--- src/hdl/tlec_pkg.sv ---
// ----------------------------------------------------------------------------
// tlec_pkg
// Types and codes shared by the crossing light controller and its next-state
// logic.
// ----------------------------------------------------------------------------
package tlec_pkg;

  localparam int TickW = 16;

  typedef enum logic [1:0] {
    REG_SHORT_TICKS     = 2'd0,
    REG_LONG_TICKS      = 2'd1,
    REG_EMERGENCY_TICKS = 2'd2
  } reg_index_t;

  typedef enum logic [1:0] {
    LAMP_RED = 2'd0,
    LAMP_YEL = 2'd1,
    LAMP_GRN = 2'd2
  } lamp_t;

  typedef enum logic [2:0] {
    PH_HOLD    = 3'd0,
    PH_NS_GRN  = 3'd1,
    PH_NS_YEL  = 3'd2,
    PH_NS_RED  = 3'd3,
    PH_EW_GRN  = 3'd4,
    PH_EW_YEL  = 3'd5,
    PH_EW_RED  = 3'd6
  } phase_t;

  typedef enum logic [2:0] {
    ST_IDLE   = 3'd0,
    ST_NS_YEL = 3'd1,
    ST_EW_YEL = 3'd2,
    ST_NS_RED = 3'd3,
    ST_EW_RED = 3'd4
  } emg_step_t;

  typedef struct packed {
    logic tick;
    logic emergency_press;
  } item_t;

  typedef struct packed {
    logic [1:0] ns_light;
    logic [1:0] ew_light;
    logic       emergency_active;
  } result_t;

  typedef struct packed {
    logic [TickW-1:0] short_ticks;
    logic [TickW-1:0] long_ticks;
    logic [TickW-1:0] emergency_ticks;
  } cfg_t;

  typedef struct packed {
    phase_t           phase;
    phase_t           last_phase;
    emg_step_t        step;
    logic             pending;
    logic [TickW-1:0] remaining;
  } ctl_state_t;

endpackage

--- src/hdl/tlec_step.sv ---
// ----------------------------------------------------------------------------
// tlec_step
// Next-state and lamp logic for one transfer: press, tick, one pass of the
// phase and emergency rules, then lamp decode.
// ----------------------------------------------------------------------------
module tlec_step import tlec_pkg::*; (
  input  ctl_state_t cur,
  input  item_t      item,
  input  cfg_t       cfg,
  output ctl_state_t nxt,
  output result_t    result
);

  ctl_state_t s;
  lamp_t      ns;
  lamp_t      ew;

  always_comb begin
    s = cur;

    if (item.emergency_press) begin
      s.pending = 1'b1;
      s.phase   = PH_HOLD;
    end
    if (item.tick && s.remaining != '0) begin
      s.remaining = s.remaining - TickW'(1);
    end

    // normal cycle
    if (s.remaining == '0 && s.phase == PH_NS_GRN) begin
      s.phase = PH_NS_YEL; s.last_phase = PH_NS_YEL; s.remaining = cfg.short_ticks;
    end
    if (s.remaining == '0 && s.phase == PH_NS_YEL) begin
      s.phase = PH_NS_RED; s.last_phase = PH_NS_RED; s.remaining = cfg.short_ticks;
    end
    if (s.remaining == '0 && s.phase == PH_NS_RED) begin
      s.phase = PH_EW_GRN; s.last_phase = PH_EW_GRN; s.remaining = cfg.long_ticks;
    end
    if (s.remaining == '0 && s.phase == PH_EW_GRN) begin
      s.phase = PH_EW_YEL; s.last_phase = PH_EW_YEL; s.remaining = cfg.short_ticks;
    end
    if (s.remaining == '0 && s.phase == PH_EW_YEL) begin
      s.phase = PH_EW_RED; s.last_phase = PH_EW_RED; s.remaining = cfg.short_ticks;
    end
    if (s.remaining == '0 && s.phase == PH_EW_RED) begin
      s.phase = PH_NS_GRN; s.last_phase = PH_NS_GRN; s.remaining = cfg.long_ticks;
    end

    // emergency, north-south side
    if (s.pending && s.step == ST_IDLE &&
        (s.last_phase == PH_NS_GRN || s.last_phase == PH_NS_YEL)) begin
      if (s.last_phase == PH_NS_GRN) begin
        s.remaining = cfg.short_ticks;
      end
      s.step = ST_NS_YEL;
    end
    if (s.step == ST_NS_YEL && s.remaining == '0) begin
      s.remaining = cfg.emergency_ticks;
      s.step      = ST_NS_RED;
    end
    if (s.step == ST_NS_RED && s.remaining == '0) begin
      s.step       = ST_IDLE;
      s.pending    = 1'b0;
      s.phase      = PH_EW_GRN;
      s.last_phase = PH_EW_GRN;
      s.remaining  = cfg.long_ticks;
    end
    if (s.pending && s.last_phase == PH_NS_RED && s.step == ST_IDLE) begin
      s.remaining = cfg.emergency_ticks;
      s.step      = ST_NS_RED;
    end

    // emergency, east-west side
    if (s.pending && s.step == ST_IDLE &&
        (s.last_phase == PH_EW_GRN || s.last_phase == PH_EW_YEL)) begin
      if (s.last_phase == PH_EW_GRN) begin
        s.remaining = cfg.short_ticks;
      end
      s.step = ST_EW_YEL;
    end
    if (s.step == ST_EW_YEL && s.remaining == '0) begin
      s.remaining = cfg.emergency_ticks;
      s.step      = ST_EW_RED;
    end
    if (s.step == ST_EW_RED && s.remaining == '0) begin
      s.step       = ST_IDLE;
      s.pending    = 1'b0;
      s.phase      = PH_NS_GRN;
      s.last_phase = PH_NS_GRN;
      s.remaining  = cfg.long_ticks;
    end
    if (s.pending && s.last_phase == PH_EW_RED && s.step == ST_IDLE) begin
      s.remaining = cfg.emergency_ticks;
      s.step      = ST_EW_RED;
    end
  end

  always_comb begin
    ns = LAMP_RED;
    ew = LAMP_RED;
    case (s.step)
      ST_IDLE: begin
        case (s.phase)
          PH_NS_GRN: ns = LAMP_GRN;
          PH_NS_YEL: ns = LAMP_YEL;
          PH_EW_GRN: ew = LAMP_GRN;
          PH_EW_YEL: ew = LAMP_YEL;
          default: begin
            ns = LAMP_RED;
            ew = LAMP_RED;
          end
        endcase
      end
      ST_NS_YEL: ns = LAMP_YEL;
      ST_EW_YEL: ew = LAMP_YEL;
      default: begin
        ns = LAMP_RED;
        ew = LAMP_RED;
      end
    endcase
  end

  assign nxt                     = s;
  assign result.ns_light         = ns;
  assign result.ew_light         = ew;
  assign result.emergency_active = s.pending;

endmodule

--- src/hdl/traffic_light_emergency_controller_unit.sv ---
// ----------------------------------------------------------------------------
// traffic_light_emergency_controller_unit
// Two-way crossing light controller with emergency override.
//
//   channel  signals                          role
//   item     item_valid, item_stall, item     tick and emergency press in
//   result   result_valid, result_stall, ...  lamp states and emergency flag
//   config   cfg_we, cfg_index, cfg_data      timing register writes
//
// One item per cycle sustained while result_stall is low; each transfer passes
// through the input register, then the single-pass state update into the
// result register. rst clears the control state and restores the timing
// registers. While result_stall holds a full result register, the input
// register still takes one item; item_stall rises only when both are full.
// ----------------------------------------------------------------------------
module traffic_light_emergency_controller_unit import tlec_pkg::*; (
  input  logic                 clk,
  input  logic                 rst,
  input  logic                 item_valid,
  output logic                 item_stall,
  input  item_t                item,
  output logic                 result_valid,
  input  logic                 result_stall,
  output result_t              result,
  input  logic                 cfg_we,
  input  logic [1:0]           cfg_index,
  input  logic [TickW-1:0]     cfg_data
);

  cfg_t       cfg;
  ctl_state_t state;
  ctl_state_t state_next;
  result_t    result_next;
  logic       hold_valid;
  item_t      hold_item;
  logic       advance;
  logic       load;

  assign advance    = hold_valid && (!result_valid || !result_stall);
  assign item_stall = hold_valid && result_valid && result_stall;
  assign load       = item_valid && !item_stall;

  always_ff @(posedge clk) begin
    if (rst) begin
      cfg.short_ticks     <= TickW'(300);
      cfg.long_ticks      <= TickW'(500);
      cfg.emergency_ticks <= TickW'(500);
    end else if (cfg_we) begin
      unique case (cfg_index)
        REG_SHORT_TICKS:     cfg.short_ticks     <= cfg_data;
        REG_LONG_TICKS:      cfg.long_ticks      <= cfg_data;
        REG_EMERGENCY_TICKS: cfg.emergency_ticks <= cfg_data;
        default: ;
      endcase
    end
  end

  always_ff @(posedge clk) begin
    if (rst) begin
      hold_valid <= 1'b0;
    end else if (load) begin
      hold_valid <= 1'b1;
    end else if (advance) begin
      hold_valid <= 1'b0;
    end
  end

  always_ff @(posedge clk) begin
    if (load) begin
      hold_item <= item;
    end
  end

  tlec_step u_step (
    .cur    (state),
    .item   (hold_item),
    .cfg    (cfg),
    .nxt    (state_next),
    .result (result_next)
  );

  always_ff @(posedge clk) begin
    if (rst) begin
      state.phase      <= PH_NS_GRN;
      state.last_phase <= PH_NS_GRN;
      state.step       <= ST_IDLE;
      state.pending    <= 1'b0;
      state.remaining  <= TickW'(500);
      result_valid     <= 1'b0;
    end else begin
      if (advance) begin
        state        <= state_next;
        result_valid <= 1'b1;
      end else if (!result_stall) begin
        result_valid <= 1'b0;
      end
    end
  end

  always_ff @(posedge clk) begin
    if (advance) begin
      result <= result_next;
    end
  end

`ifndef SYNTHESIS
  a_hold_needs_pending: assert property (@(posedge clk) disable iff (rst)
    state.phase == PH_HOLD |-> state.pending)
    else $error("cycle suspended without a pending emergency");

  a_step_needs_pending: assert property (@(posedge clk) disable iff (rst)
    state.step != ST_IDLE |-> state.pending)
    else $error("emergency sequence running without a pending emergency");

  a_stall_only_when_full: assert property (@(posedge clk) disable iff (rst)
    item_stall |-> (hold_valid && result_valid))
    else $error("item stalled while a stage is free");

  a_advance_fills_result: assert property (@(posedge clk) disable iff (rst)
    advance |=> result_valid)
    else $error("state advanced without a result");
`endif

endmodule

--- config.mk ---
export PLATFORM = sky130hd
export DESIGN_NAME = traffic_light_emergency_controller_unit
export DESIGN_NICKNAME = d
export VERILOG_FILES = /design/src/hdl/tlec_pkg.sv /design/src/hdl/tlec_step.sv /design/src/hdl/traffic_light_emergency_controller_unit.sv
export SDC_FILE = /design/constraint.sdc
export NUM_CORES = 1
export LEC_CHECK = 0
export ABC_AREA = 1
export ABC_CLOCK_PERIOD_IN_PS = 7950
export BUFFER_PORTS_ARGS = -buffer_cell sky130_fd_sc_hd__buf_2
export CAP_MARGIN = 20
export CORE_MARGIN = 3
export CORE_UTILIZATION = 55
export CTS_BUF_LIST = sky130_fd_sc_hd__clkbuf_8
export CTS_CLUSTER_SIZE = 30
export DETAILED_ROUTE_END_ITERATION = 6
export GPL_TIMING_DRIVEN = 1
export MAX_ROUTING_LAYER = met4
export PLACE_DENSITY_LB_ADDON = 0.05
export SYNTH_ARGS = -nofsm -noshare
export SYNTH_HDL_FRONTEND = slang
export SYNTH_SLANG_ARGS = --single-unit
export TNS_END_PERCENT = 30
--- constraint.sdc ---
create_clock -name clk -period 7.95 [get_ports clk]
set_input_delay 0.3975 -clock clk [delete_from_list [all_inputs] [get_ports clk]]
set_output_delay 0.3975 -clock clk [all_outputs]
set_load 0.005 [all_outputs]
==> metrics.md <==
| Metric | Value |
|---|---|
| Dpl cells | 1953 |
| # hold bufs at CTS | 0 |
| Clock transition at path regs | 100 ps |
| Via density | 6.03 |
| Mean routed wirelength per cell | 20.4 um |
| Synth Flop Type | dfxtp_1 |
| Synthesized net count | 1504 |
| Largest family of logic cells by synthesized area | simple AND/OR/NAND/NOR gates |
| Total Wirelength | 41.0 mm |
| Setup crit end kind | flip-flop |
| FF-to-FF Start | state[1] |
| Crit path launch | state[1] |
| Reg2reg end | result[2] |
| Post-Synth XOR/XNOR Area | 0.512% |
| Post-route non-filler standard cell count | 2012 |
| Placed Area | 0.0111 mm^2 |
| Design area | 0.0122 mm^2 |
| Post-synthesis cell area | 0.00855 mm^2 |
| Synth Area in Simple Gates | 49.7% |
| GPL Wtd Cong | 1.11 |
| Inserted Clock Buffers | 9 |
| Final antenna-violating net count | 0 |
| Power Total | 1670 uW |
| DR top layer | met4 |
| Post-DP HPWL | 29.6 mm |
| Post-Route Utilization | 82.1% |
| Htree depth | 3 |
| RSZ-0062 raised after global routing | yes |
| Maxcap violations | 0 |
| IO Port Bufs | 31 |
| Synth Register Bits | 83 |
| Vias in the first global route | 10800 |
| Die Area | 0.0171 mm^2 |
| Met1 wire length | 14.8 mm |
| Crit path to | result[2] |
| Fin crit share | 124% |
| Drt initial violations | 1935 |
| Yosys warns | 0 |
| GRT Overall Usage | 46.8% |
| CP peak stage delay | 360 ps |
| Final Max Slew Viols | 0 |
| Mux share of post-synthesis cell area | 0% |
| First-pass GRT wire length | 59.1 mm |
| Seq/Total Area, Yosys | 20.2% |
| Starting Density | 57.5% |
| R2r setup slk | -1880 ps |
| Compound-Gate Fraction of Synth Area | 16.0% |
| Core ar. | 0.0149 mm^2 |
| Adder-Cell Fraction of Synth Area | 0.146% |
| Worst hold path class | in2reg |
| CTS tree | done |
| Cells after synthesis | 1478 |
| Failing checks | design-rule violations, negative setup slack |
| Sinks on Clock Net | 83 |
| Ys async rst share | 0% |
| Worst-Skew Late Latency | 380 ps |
| DRC violations left | 1 |
| Slack of the critical path | -1880 ps |
| CP startpoint kind | flip-flop |
| Crit Path Max Fanout | 19 |
| Initial antenna violation count | 1 |
| FP Rows | 44 |
| Clock skew | 12.6 ps |
| Worst setup path category | reg2reg |
| Grt total ovfl | 0 |
| Worst R2R Path Depth | 76 |
| EDFF count, synth | 7 |
| Critical Path AT | 10060 ps |
| Die Wd | 131 um |
| Fmax | 102 MHz |
| Worst path slowest cell | dfxtp_2 |
| Io pins | 32 |
| Finish-stage setup viols | 31 |
| Slew at the pin with the worst max-slew slack | 997 ps |
| Final worst path period need | 9830 ps |
| Power Dens Cells | 137 mW/mm^2 |
| Total number of vias | 12100 |
| Layout cells sized above 1 | 36.7% |
| Hold Vio Cnt, Final | 0 |
| Wire length on met2 | 17.2 mm |
| Status | finished with violations |
| Largest net degree at the start of global routing | 56 |
| Synth-to-layout area growth | 42.7% |
| Setup TNS | -52610 ps |
| CP dominant cell by count | nand2_1 |
| Clock buffer depth | 2 |
| Root Buffer | clkbuf_8 |
| CP required | 8180 ps |
| Avg Inst Size Synth | 5.79 um^2 |
| Maximum vdd drop | 0.0963 mV |
| Met3 Routed Length | 5.33 mm |
| Die Y-Extent | 131 um |
| DRT Pass-1 Iters | 7 |
| Pleak | 0.00627 uW |
| Layout net count | 1847 |
| Hold path start | item[0] |
| Count of cell types in the netlist | 50 |
| Max transition margin | 33.1% |
-- layer usage --
metal,vias to the layer above,global-route usage [%]
met3,307,10.3
li1,5432,-
met2,942,68.6
met1,5461,58.1
met5,-,-
met4,0,30.2
-- state kept, by name (all words and copies together), names as in the netlist --
register and flops:
hold_valid 1, hold_item 2, state 26, cfg 48, result 5, result_valid 1
-- power breakdown --
part           leakage (uW)  internal, uW  total (uW)  switching [uW]
clock             0.0000918           122         310             188
combinational       0.00548           375         880             505
sequential         0.000691           448         480            31.8
-- cells in the final DEF, fill, tap and decap left out, drive strengths merged, types with 11 or more instances in the layout --
cell    instances
nand4          38
o21bai         27
o21ai          87
dfxtp          76
nand2         516
nand3         144
nor2          193
o211ai         19
buf           382
a21oi          90
inv           193
nor3           11
-- critical path: cells and delay by family, from the launching register on --
kind	cells	cell delay, ps
buf+inv	8	1110
simple gates	62	6960
fa+ha+maj	1	170
compound gates	5	1050
flops	1	360
-- how the worst min path moves through the flow --
stage,cells past startpoint,endpoint,slack [ps]
floorplan,2,state[20],440
global placement,2,state[23],460
detailed placement,2,state[23],460
CTS,1,hold_item[0],190
global route,1,hold_item[0],180
finish,1,hold_item[0],190
-- timing repair --
| action | in CTS | in global routing |
|---|---|---|
| cloned | 3 | 3 |
| pin swaps | 56 | 48 |
| resized for setup | 76 | 84 |
| setup endpoints to repair | 31 | 31 |
| setup buffers | 22 | 12 |
-- cells by family after synthesis --
logic type / after synthesis
AO/OA/AOI/OAI: 231
XOR/XNOR: 5
adder cells (fa/ha/maj): 1
buffers and inverters: 251
flip-flops: 83
AND/OR/NAND/NOR: 907
-- synthesized netlist by cell type, drive strengths merged (7+ instances only) --
cell type / instances / area share (%)
buf: 38 / 3.9
nand3b: 7 / 0.76
edfxtp: 7 / 2.5
a21oi: 89 / 5.6
o21bai: 27 / 2.4
nor2: 193 / 11
nor3: 11 / 0.91
o211ai: 19 / 1.7
clkbuf: 16 / 0.70
nand4: 38 / 2.8
inv: 189 / 8.3
dfxtp: 76 / 18
nand3: 143 / 9.8
o21ai: 87 / 5.4
nand2: 513 / 24
clkinv: 7 / 0.32
-- area by class of cell --
cell class                      count  area (um^2)
Multi-Input combinational cell   1149         6340
Sequential cell                    83         1740
Antenna cell                        2         5.00
Timing Repair Buffer              382         2950
Inverter                          196          747
Tap cell                          184          230
Clock inverter                      7         66.3
Fill cell                        1061         2660
Clock buffer                        9          124
-- through the flow --
step           worst slack (ps)  hold WS, ps
2_1_floorplan              -383          439
3_3_place_gp              -1610          465
3_5_place_dp              -1730          463
4_1_cts                   -1250          186
5_1_grt                   -2320          184
6_report                  -1880          185
No activity file was read; power rests on OpenSTA's default activity.
